$ cat src/hw/rtl/frr_pkg.sv
// ----------------------------------------------------------------------------
// frr_pkg
// Shared types and codes for the framed response receiver: item payloads,
// configuration fields, function codes, status codes and register indexes.
// ----------------------------------------------------------------------------
package frr_pkg;

  localparam int CFG_ADDR_W = 4;
  localparam int CFG_DATA_W = 32;

  localparam logic [1:0] FUNC_START = 2'd0;
  localparam logic [1:0] FUNC_BYTE  = 2'd1;
  localparam logic [1:0] FUNC_TICK  = 2'd2;

  localparam logic [2:0] ST_RUNNING = 3'd0;
  localparam logic [2:0] ST_DONE    = 3'd1;
  localparam logic [2:0] ST_BADHDR  = 3'd2;
  localparam logic [2:0] ST_BADSUM  = 3'd3;
  localparam logic [2:0] ST_BADEND  = 3'd4;
  localparam logic [2:0] ST_NOACK   = 3'd5;
  localparam logic [2:0] ST_TIMEOUT = 3'd6;
  localparam logic [2:0] ST_IDLE    = 3'd7;

  localparam logic [1:0] REG_ECHO_LENGTH   = 2'd0;
  localparam logic [1:0] REG_TWO_MESSAGES  = 2'd1;
  localparam logic [1:0] REG_TIMEOUT_TICKS = 2'd2;

  localparam logic [8:0]  ECHO_LENGTH_RESET   = 9'd4;
  localparam logic [15:0] TIMEOUT_TICKS_RESET = 16'd1000;

  localparam logic [7:0] BYTE_STX = 8'h02;
  localparam logic [7:0] BYTE_ETX = 8'h03;
  localparam logic [7:0] BYTE_ACK = 8'h06;
  localparam logic [8:0] MAX_FRAME_LENGTH = 9'd256;

  typedef struct packed {
    logic [1:0] func;
    logic [7:0] rx_byte;
  } in_item_t;

  typedef struct packed {
    logic [2:0] status;
    logic       data_valid;
    logic [7:0] data_byte;
    logic [7:0] data_index;
    logic       message_index;
  } out_item_t;

  typedef struct packed {
    logic [8:0]  echo_length;
    logic        two_messages;
    logic [15:0] timeout_ticks;
  } cfg_t;

endpackage

$ cat src/hw/rtl/frr_cfg_regs.sv
// ----------------------------------------------------------------------------
// frr_cfg_regs
// Configuration register file behind a simple APB-style port.
// ----------------------------------------------------------------------------
module frr_cfg_regs (
  input  logic                          clk,
  input  logic                          rst,
  input  logic                          psel,
  input  logic                          penable,
  input  logic                          pwrite,
  input  logic [frr_pkg::CFG_ADDR_W-1:0] paddr,
  input  logic [frr_pkg::CFG_DATA_W-1:0] pwdata,
  output logic [frr_pkg::CFG_DATA_W-1:0] prdata,
  output logic                          pready,
  output frr_pkg::cfg_t                 cfg
);
  import frr_pkg::*;

  logic       wr_en;
  logic [1:0] reg_index;
  cfg_t       regs;

  assign pready    = 1'b1;
  assign wr_en     = psel && penable && pwrite && pready;
  assign reg_index = paddr[3:2];
  assign cfg       = regs;

  always_ff @(posedge clk) begin
    if (rst) begin
      regs.echo_length   <= ECHO_LENGTH_RESET;
      regs.two_messages  <= 1'b0;
      regs.timeout_ticks <= TIMEOUT_TICKS_RESET;
    end else if (wr_en) begin
      case (reg_index)
        REG_ECHO_LENGTH:   regs.echo_length   <= pwdata[8:0];
        REG_TWO_MESSAGES:  regs.two_messages  <= pwdata[0];
        REG_TIMEOUT_TICKS: regs.timeout_ticks <= pwdata[15:0];
        default: ;
      endcase
    end
  end

  always_comb begin
    case (reg_index)
      REG_ECHO_LENGTH:   prdata = {23'd0, regs.echo_length};
      REG_TWO_MESSAGES:  prdata = {31'd0, regs.two_messages};
      REG_TIMEOUT_TICKS: prdata = {16'd0, regs.timeout_ticks};
      default:           prdata = '0;
    endcase
  end

endmodule

$ cat src/hw/rtl/frr_parser.sv
// ----------------------------------------------------------------------------
// frr_parser
// Frame parser state and its single-step update: echo skip, header, length,
// data, checksum and end byte, acknowledge check and tick timeout.
// ----------------------------------------------------------------------------
module frr_parser (
  input  logic                clk,
  input  logic                rst,
  input  logic                fire,
  input  frr_pkg::in_item_t   item,
  input  frr_pkg::cfg_t       cfg,
  output frr_pkg::out_item_t  res
);
  import frr_pkg::*;

  typedef enum logic [6:0] {
    PH_IDLE   = 7'b0000001,
    PH_ECHO   = 7'b0000010,
    PH_HEADER = 7'b0000100,
    PH_LEN    = 7'b0001000,
    PH_DATA   = 7'b0010000,
    PH_CKSUM  = 7'b0100000,
    PH_END    = 7'b1000000
  } phase_t;

  phase_t      phase, phase_next;
  logic [8:0]  byte_count, byte_count_next;
  logic [8:0]  frame_length, frame_length_next;
  logic [7:0]  running_sum, running_sum_next;
  logic [7:0]  first_data, first_data_next;
  logic        second_pending, second_pending_next;
  logic [15:0] tick_count, tick_count_next;
  logic        in_second, in_second_next;

  logic [8:0]  count_inc;
  logic [15:0] tick_inc;
  logic [7:0]  cksum_expect;
  logic [7:0]  b;

  assign b            = item.rx_byte;
  assign count_inc    = byte_count + 9'd1;
  assign tick_inc     = tick_count + 16'd1;
  assign cksum_expect = 8'd0 - running_sum;

  always_comb begin
    phase_next          = phase;
    byte_count_next     = byte_count;
    frame_length_next   = frame_length;
    running_sum_next    = running_sum;
    first_data_next     = first_data;
    second_pending_next = second_pending;
    tick_count_next     = tick_count;
    in_second_next      = in_second;
    res                 = '0;
    res.status          = ST_RUNNING;

    if (item.func == FUNC_START) begin
      phase_next          = (cfg.echo_length == 9'd0) ? PH_HEADER : PH_ECHO;
      byte_count_next     = '0;
      frame_length_next   = '0;
      running_sum_next    = '0;
      first_data_next     = '0;
      second_pending_next = cfg.two_messages;
      tick_count_next     = '0;
      in_second_next      = 1'b0;
    end else if (phase == PH_IDLE) begin
      res.status = ST_IDLE;
    end else if (item.func == FUNC_TICK) begin
      tick_count_next = tick_inc;
      if (tick_inc >= cfg.timeout_ticks) begin
        res.status = ST_TIMEOUT;
        phase_next = PH_IDLE;
      end
    end else if (item.func == FUNC_BYTE) begin
      case (phase)
        PH_ECHO: begin
          if (count_inc == cfg.echo_length) begin
            byte_count_next = '0;
            phase_next      = PH_HEADER;
          end else begin
            byte_count_next = count_inc;
          end
        end
        PH_HEADER: begin
          if (b == BYTE_STX) begin
            phase_next = PH_LEN;
          end else begin
            res.status = ST_BADHDR;
            phase_next = PH_IDLE;
          end
        end
        PH_LEN: begin
          frame_length_next = (b == 8'd0) ? MAX_FRAME_LENGTH : {1'b0, b};
          running_sum_next  = b;
          byte_count_next   = '0;
          phase_next        = PH_DATA;
        end
        PH_DATA: begin
          res.data_valid    = 1'b1;
          res.data_byte     = b;
          res.data_index    = byte_count[7:0];
          res.message_index = in_second;
          if (byte_count == 9'd0) begin
            first_data_next = b;
          end
          running_sum_next = running_sum + b;
          if (count_inc >= frame_length) begin
            byte_count_next = '0;
            phase_next      = PH_CKSUM;
          end else begin
            byte_count_next = count_inc;
          end
        end
        PH_CKSUM: begin
          if (b == cksum_expect) begin
            phase_next = PH_END;
          end else begin
            res.status = ST_BADSUM;
            phase_next = PH_IDLE;
          end
        end
        PH_END: begin
          if (b != BYTE_ETX) begin
            res.status = ST_BADEND;
            phase_next = PH_IDLE;
          end else if (second_pending) begin
            if (first_data != BYTE_ACK) begin
              res.status = ST_NOACK;
              phase_next = PH_IDLE;
            end else begin
              second_pending_next = 1'b0;
              in_second_next      = 1'b1;
              phase_next          = PH_HEADER;
            end
          end else begin
            res.status = ST_DONE;
            phase_next = PH_IDLE;
          end
        end
        default: begin
          res.status = ST_IDLE;
          phase_next = PH_IDLE;
        end
      endcase
    end
  end

  always_ff @(posedge clk) begin
    if (rst) begin
      phase          <= PH_IDLE;
      byte_count     <= '0;
      frame_length   <= '0;
      running_sum    <= '0;
      first_data     <= '0;
      second_pending <= 1'b0;
      tick_count     <= '0;
      in_second      <= 1'b0;
    end else if (fire) begin
      phase          <= phase_next;
      byte_count     <= byte_count_next;
      frame_length   <= frame_length_next;
      running_sum    <= running_sum_next;
      first_data     <= first_data_next;
      second_pending <= second_pending_next;
      tick_count     <= tick_count_next;
      in_second      <= in_second_next;
    end
  end

  // A start item always leaves the parser armed.
  a_start_arms: assert property (@(posedge clk) disable iff (rst)
    fire && item.func == FUNC_START |=> phase == PH_ECHO || phase == PH_HEADER)
    else $error("start item did not arm the parser");

  // Any final status returns the parser to idle.
  a_final_idles: assert property (@(posedge clk) disable iff (rst)
    fire && res.status != ST_RUNNING && res.status != ST_IDLE |=> phase == PH_IDLE)
    else $error("parser still active after a final status");

  // The data byte counter never reaches the frame length while in data.
  a_data_count: assert property (@(posedge clk) disable iff (rst)
    phase == PH_DATA |-> byte_count < frame_length && frame_length != 9'd0)
    else $error("data byte counter out of range");

  // Items other than start leave an idle parser untouched.
  a_idle_holds: assert property (@(posedge clk) disable iff (rst)
    fire && phase == PH_IDLE && item.func != FUNC_START
    |=> phase == PH_IDLE && $stable(tick_count))
    else $error("idle parser changed state");

endmodule

$ cat src/hw/rtl/framed_response_receiver_core.sv
// ----------------------------------------------------------------------------
// framed_response_receiver_core
// Receiver for framed replies on a half-duplex serial line: skips the echo,
// checks header, length, checksum and end byte, and streams the data bytes.
//
//   Channel   Direction  Handshake                       Payload
//   item      in         item_valid / item_ready         in_item_t
//   result    out        result_valid / result_ready     out_item_t
//   config    in         APB psel/penable/pwrite/pready  paddr, pwdata, prdata
//
// One item per cycle is sustained while result_ready stays high; each item
// passes through the input register and then the result register.
// The per-item update is a single compare and add step on the parser state.
// Reset is synchronous; it clears both stages and the parser state.
// A stalled result holds the input register; item_ready drops only when both
// stages are full and result_ready is low.
// ----------------------------------------------------------------------------
module framed_response_receiver_core (
  input  logic                          clk,
  input  logic                          rst,
  input  logic                          item_valid,
  output logic                          item_ready,
  input  frr_pkg::in_item_t             item,
  output logic                          result_valid,
  input  logic                          result_ready,
  output frr_pkg::out_item_t            result,
  input  logic                          psel,
  input  logic                          penable,
  input  logic                          pwrite,
  input  logic [frr_pkg::CFG_ADDR_W-1:0] paddr,
  input  logic [frr_pkg::CFG_DATA_W-1:0] pwdata,
  output logic [frr_pkg::CFG_DATA_W-1:0] prdata,
  output logic                          pready
);
  import frr_pkg::*;

  cfg_t      cfg;
  logic      stage_valid;
  in_item_t  stage_item;
  out_item_t step_result;
  logic      advance;
  logic      fire;

  assign advance    = !result_valid || result_ready;
  assign fire       = stage_valid && advance;
  assign item_ready = !stage_valid || advance;

  frr_cfg_regs u_cfg_regs (
    .clk     (clk),
    .rst     (rst),
    .psel    (psel),
    .penable (penable),
    .pwrite  (pwrite),
    .paddr   (paddr),
    .pwdata  (pwdata),
    .prdata  (prdata),
    .pready  (pready),
    .cfg     (cfg)
  );

  frr_parser u_parser (
    .clk  (clk),
    .rst  (rst),
    .fire (fire),
    .item (stage_item),
    .cfg  (cfg),
    .res  (step_result)
  );

  always_ff @(posedge clk) begin
    if (rst) begin
      stage_valid  <= 1'b0;
      result_valid <= 1'b0;
    end else begin
      if (item_ready) begin
        stage_valid <= item_valid;
      end
      if (advance) begin
        result_valid <= stage_valid;
      end
    end
  end

  always_ff @(posedge clk) begin
    if (item_valid && item_ready) begin
      stage_item <= item;
    end
    if (fire) begin
      result <= step_result;
    end
  end

endmodule
$ cat config.mk
export PLATFORM = sky130hd
export DESIGN_NAME = framed_response_receiver_core
export DESIGN_NICKNAME = d
export VERILOG_FILES = /design/src/hw/rtl/frr_pkg.sv /design/src/hw/rtl/frr_cfg_regs.sv /design/src/hw/rtl/frr_parser.sv /design/src/hw/rtl/framed_response_receiver_core.sv
export SDC_FILE = /design/constraint.sdc
export NUM_CORES = 1
export LEC_CHECK = 0
export ABC_AREA = 1
export BUFFER_PORTS_ARGS = -buffer_cell sky130_fd_sc_hd__buf_2
export CORE_MARGIN = 1.5
export CORE_UTILIZATION = 58
export DETAILED_ROUTE_END_ITERATION = 7
export PLACE_DENSITY = 0.85
export SETUP_SLACK_MARGIN = 0.1
export SLEW_MARGIN = 10
export SYNTH_ARGS = -nofsm -noshare
export SYNTH_HDL_FRONTEND = slang
export SYNTH_HIERARCHICAL = 1
export SYNTH_SLANG_ARGS = --single-unit
$ cat constraint.sdc
create_clock -name clk -period 3.6 [get_ports clk]
set_input_delay 0.72 -clock clk [delete_from_list [all_inputs] [get_ports clk]]
set_output_delay 0.72 -clock clk [all_outputs]
set_load 0.01 [all_outputs]
## After elaboration in Yosys (flattened, before gate mapping)

Index checks and enable logic that the tools add are counted.

- Add/subtract/negate cells: 4
- Magnitude comparators: 2
- Eq/ne operators: 23
- Mux-type cells: 69
- Bitwise operators: 2
- Reduce and logical (&&, ||, !) cells: 37

Operator list:

| operator | number |
|---|---|
| $mux W9 | 12 |
| $mux W8 | 10 |
| $mux W7 | 10 |
| $mux W16 | 3 |
| $pmux W16 S3 | 1 |
| $pmux W7 S6 | 1 |
| $pmux W9 S3 | 1 |
| $mux W3 | 8 |
| $mux W21 | 1 |
| $logic_not A9 Y1 | 2 |
| $mux W18 | 1 |
| $reduce_and A6 Y1 | 3 |
| $add A16 B1 Y16 const B | 1 |
| $ge A16 B16 Y1 | 1 |
| $mux W1 | 16 |
| $pmux W8 S2 | 1 |
| $reduce_and A5 Y1 | 3 |
| $reduce_bool A2 Y1 | 7 |
| $pmux W3 S4 | 1 |
| $add A9 B1 Y9 const B | 1 |
| $eq A9 B9 Y1 | 1 |
| $ge A9 B9 Y1 | 1 |
| $add A8 B8 Y8 | 1 |
| $eq A8 B2 Y1 const B | 1 |
| other kinds (32) | 49 |

- Register bits after elaboration: 118
- Bits of input ports: 53
- Output and inout port bits: 56
- Logic and storage cells: 157

## Longest topological paths before layout

- Word-level depth: 9
- Depth in mapped cells: 21
- Mapped depth without buffers: 20

## Cells and area by module

Netlist, hierarchy kept.

Modules (own cells, without submodules):

| module | instances | cells an instance | area an instance (um^2) | seq. area each (um^2) |
|---|---|---|---|---|
| frr_parser | 1 | 760 | 4,722.0 | 1,181.1 |
| frr_cfg_regs | 1 | 206 | 1,381.3 | 520.5 |
| framed_response_receiver_core | 1 | 43 | 1,022.2 | 970.9 |

## Worst setup path before layout

OpenSTA, ideal clock, no wires.

- Path kind: in2reg
- Start: input port result_ready
- End: register u_parser.running_sum[2]
- Setup time: 0.070 ns
- Data arrival time: 2.955 ns
- Data required time: 3.530 ns
- Path slack: 0.574 ns
- Cell stages on the path: 10
- Buffers on the path: 0
- Cells stage by stage: inv_2 > a21oi_1 > nand2_1 > inv_2 > nand2_1 > a21oi_1 > nand2_1 > inv_1 > nand3_1 > a21oi_1

- Word-level cells in the longest chain between the ends: 3

RTL lines:

| what | RTL line | text |
|---|---|---|
| start, declared | framed_response_receiver_core.sv:25 | `input logic result_ready,` |
| $logic_or A1 B1 Y1 | framed_response_receiver_core.sv:44 | `assign advance = !result_valid \|\| result_ready;` |
| $logic_and A1 B1 Y1 | framed_response_receiver_core.sv:45 | `assign fire = stage_valid && advance;` |
| net fire | framed_response_receiver_core.sv:42 | `logic fire;` |
| $reduce_and A5 Y1 (no source line) | -- |  |
| end signal, assigned | frr_parser.sv:162 | `running_sum <= running_sum_next;` |
| end, declared | frr_parser.sv:29 | `logic [7:0] running_sum, running_sum_next;` |

The timed path passes the listed nets, and every way through them passes these cells.
A chain may end at the register's enable or synchronous reset.

## Final worst setup path

- Start: register u_parser.tick_count[0]
- End: register u_parser.phase[4]

- Word-level cells in the longest chain between the ends: 4

RTL lines:

| what | RTL line | text |
|---|---|---|
| start, declared | frr_parser.sv:32 | `logic [15:0] tick_count, tick_count_next;` |
| start signal, assigned | frr_parser.sv:165 | `tick_count <= tick_count_next;` |
| $add A16 B1 Y16 | frr_parser.sv:42 | `assign tick_inc = tick_count + 16'd1;` |
| $ge A16 B16 Y1 | frr_parser.sv:70 | `if (tick_inc >= cfg.timeout_ticks) begin` |
| $ne A3 B2 Y1 (no source line) | -- |  |
| $reduce_and A6 Y1 (no source line) | -- |  |
| end signal, assigned | frr_parser.sv:159 | `phase <= phase_next;` |
| end, declared | frr_parser.sv:26 | `phase_t phase, phase_next;` |

Every way passes these cells.

==> flow_metrics.env <==
export IMPL_status="completed"
export IMPL_p_sw_frac=0.2567
export IMPL_drt_total_wl_um=16930
export IMPL_cp_top_family="simple AND/OR/NAND/NOR gates"
export IMPL_critPathBufInv=2
export IMPL_synth_edff_count=31
export IMPL_synth_cells=1009
export IMPL_grt_overflow=0
export IMPL_core_um2=12010
export IMPL_grt_pass1_vias=6044
export IMPL_dp_hpwl_um=11910
export IMPL_critPathLaunchType="flip-flop"
export IMPL_nets=1172
export IMPL_postCtsHoldBufs=0
export IMPL_maxCapViolCount=0
export IMPL_drc=0
export IMPL_tightest_slew_ns=0.7136
export IMPL_power_frac_clock=0.490
export IMPL_grt_max_degree=40
export IMPL_reg2reg_slack_ns=0.26
export IMPL_die_x_um=113.8
export IMPL_final_min_clock_period_ns=3.344
export IMPL_drive_gt1_frac=0.1452
export IMPL_antenna_cells=0
export IMPL_antenna_found_initial=0
export IMPL_synthArstFlopShare=0
export IMPL_dieArea_um2=12960
export IMPL_vias_per_cell=5.447
export IMPL_grt_pass1_wl_um=27960
export IMPL_synth_distinct_cells=41
export IMPL_ant_nets=0
export IMPL_worstSetupEndpointType="flip-flop"
export IMPL_hold_violations=0
export IMPL_path_cells="ha_2 -> nand3_1 -> nor3_2 -> nand3_1 -> nor3_2 -> nand3_2 -> nor2_2 -> xor2_2 -> ha_1 -> nand2_1 -> o21ai_0 -> a21oi_1 -> nand3_1 -> o21ai_0 -> inv_1 -> buf_6 -> nand3_1 -> nand2_1 -> nor2_1"
export IMPL_dominantRegCellSynth="dfxtp_1"
export IMPL_seqPwrFrac=0.422
export IMPL_syn_area_um2=7126
export IMPL_ys_ff_latch=118
export IMPL_cts_reportedPaths_clkPinSlew_ns=0.06
export IMPL_cts_buffer_depth=2
export IMPL_cpMostUsedCell="nand3_1"
export IMPL_syn_area_per_cell_um2=7.062
export IMPL_row_count=40
export IMPL_clock_fmax_mhz=299.0
export IMPL_seq_area_frac_synth=0.3751
export IMPL_min_path_type="reg2reg"
export IMPL_fin_crit_sh=0.9290
export IMPL_finClkSkew_ns=0.006564
export IMPL_vdd_ir_drop_max_v=0.0003319
export IMPL_drt_initial_drc_count=655
export IMPL_finalSetupViolCount=0
export IMPL_drv_slew=0
export IMPL_die_h_um=113.8
export IMPL_cts_max_level=4
export IMPL_io_pins=109
export IMPL_gp_congestion=0.9382
export IMPL_areaGrowthSynthToFinish_pct=14.03
export IMPL_cts_tree="built"
export IMPL_arrival_ns=3.70
export IMPL_intPower_mw=2.519
export IMPL_p_comb_frac=0.088
export IMPL_vias=6765
export IMPL_power_switching_uw=869.9
export IMPL_gr_usage_all_layers=0.2724
export IMPL_path_class="reg2reg"
export IMPL_powerDensity_nw_per_um2=417.0
export IMPL_start_util=0.5932
export IMPL_slowest_stage="dfxtp_2"
export IMPL_tns_ns=0
export IMPL_crit_required_ns=3.95
export IMPL_rsz0062_at_grt="no"
export IMPL_portBuffers=73
export IMPL_cts_sinks=118
export IMPL_clk_latency_ns=0.42
export IMPL_slowest_delay_ns=0.37
export IMPL_cp_max_fo=14
export IMPL_drtPass1Iterations=6
export IMPL_synth_warnings=6
export IMPL_final_util=0.6765
export IMPL_cts_root_buf="clkbuf_16"
export IMPL_hold_ws_ns=0.4579
export IMPL_cts_buffers=17
export IMPL_relSlewSlack=0.5214
export IMPL_drt_wirelength_per_cell_um=13.63
export IMPL_power_mw=3.388
export IMPL_p_leak_nw=3.727
worst register-to-register path, cell delays in order (launching register included):
cell	delay [ns]
dfxtp_2	0.37
ha_2	0.20
nand3_1	0.14
nor3_2	0.25
nand3_1	0.16
nor3_2	0.25
nand3_2	0.13
nor2_2	0.15
xor2_2	0.19
ha_1	0.26
nand2_1	0.11
o21ai_0	0.11
a21oi_1	0.19
nand3_1	0.14
o21ai_0	0.17
inv_1	0.07
buf_6	0.15
nand3_1	0.09
nand2_1	0.06
nor2_1	0.11
worst paths after layout:
| path | cells past startpoint | end | startpoint |
|---|---|---|---|
| max reg2reg | 19 | u_parser/phase[4]$_SDFFE_PP0P_ | u_parser/tick_count[0]$_SDFFE_PP0P_ |
| min reg2reg | 2 | u_parser/frame_length[1]$_SDFFE_PP0P_ | u_parser/frame_length[1]$_SDFFE_PP0P_ |
| min | 2 | u_parser/frame_length[1]$_SDFFE_PP0P_ | u_parser/frame_length[1]$_SDFFE_PP0P_ |
| max | 19 | u_parser/phase[4]$_SDFFE_PP0P_ | u_parser/tick_count[0]$_SDFFE_PP0P_ |
layout make-up:
class / count / area (um^2)
clock buffer: 17 / 425.4
clock inverter: 15 / 153.9
fill: 1000 / 3886
inverter: 142 / 533.0
multi-input combinational: 722 / 3726
sequential: 118 / 2674
tap: 147 / 183.9
timing repair buffer: 81 / 429.2
per-stage QoR:
step | std cells | worst slack, ns | cell area, um^2
6_report | 1242 | 0.2556 | 8125
2_1_floorplan | 1024 | 0.5743 | 7182
4_1_cts | 1239 | 0.2670 | 8069
3_3_place_gp | 1207 | 0.4332 | 7490
5_1_grt | 1242 | 0.05336 | 8125
3_5_place_dp | 1207 | 0.3345 | 7490
power by group through the flow:
stage / registers, mW / logic (mW) / clock network (mW)
finish: 1.43 / 0.300 / 1.66
CTS: 1.43 / 0.296 / 1.67
global route: 1.43 / 0.338 / 1.74
detailed placement: 1.46 / 0.293 / 0
floorplan: 1.45 / 0.222 / 0
global placement: 1.46 / 0.286 / 0
registers in the layout, indices dropped and copies added, names as in the netlist, 7 cells and up:
name	flops
u_cfg_regs/cfg	26
result	21
u_parser/tick_count	16
stage_item	10
u_parser/byte_count	9
u_parser/frame_length	9
u_parser/first_data	8
u_parser/running_sum	8
u_parser/phase	7
Yosys cell counts, types with 2 or more instances:
cell type / n / area share
a211oi_1: 4 / 0.0042
a21boi_0: 2 / 0.0021
a21oi_1: 70 / 0.049
a21oi_2: 5 / 0.0061
a22o_1: 8 / 0.0098
buf_2: 7 / 0.0049
buf_4: 22 / 0.023
buf_6: 3 / 0.0047
clkbuf_1: 9 / 0.0047
clkinv_1: 2 / 0.0011
conb_1: 2 / 0.0011
dfxtp_1: 87 / 0.24
edfxtp_1: 31 / 0.13
ha_1: 36 / 0.063
inv_1: 134 / 0.071
inv_2: 6 / 0.0032
nand2_1: 218 / 0.11
nand2_2: 7 / 0.0061
nand3_1: 99 / 0.070
nand3_2: 2 / 0.0028
nand3b_1: 3 / 0.0032
nand4_1: 16 / 0.014
nor2_1: 148 / 0.078
nor2_2: 6 / 0.0053
nor2_4: 5 / 0.0079
nor3_1: 9 / 0.0063
nor3_2: 4 / 0.0056
nor4_1: 4 / 0.0035
o21ai_0: 31 / 0.022
xnor2_1: 3 / 0.0037
xor2_1: 16 / 0.020
placed cells by master, fill, tap and decap left out, drive strengths merged, types with 4 or more instances in the layout:
| cell type | count |
|---|---|
| inv | 144 |
| nand4 | 16 |
| clkbuf | 17 |
| a211oi | 5 |
| xor2 | 16 |
| clkinv | 8 |
| dfxtp | 87 |
| ha | 36 |
| nand2 | 226 |
| edfxtp | 31 |
| nand3 | 101 |
| nor4 | 4 |
| a22o | 8 |
| a21oi | 75 |
| nor2 | 159 |
| buf | 81 |
| nor3 | 13 |
| o21ai | 33 |
| conb | 17 |
metal layers:
layer	wire length, um	track usage	vias to the layer above
met5	0	0	-
met4	402	0.1183	0
met3	1337	0.05739	36
met2	7706	0.4205	301
met1	7481	0.3706	3045
li1	-	-	3383
timing repair:
action	CTS	global route
resized for setup	0	8
buffers inserted	0	3
endpoints found under the setup margin	0	7
cells by family after synthesis:
group | synth area share
AO/OA/AOI/OAI | 0.1013
flip-flops | 0.3751
AND/OR/NAND/NOR | 0.3187
buffers and inverters | 0.1145
adder cells (fa/ha/maj) | 0.06602
other | 0.001054
XOR/XNOR | 0.02335
Note: power is estimated with default switching activity, not from simulation.
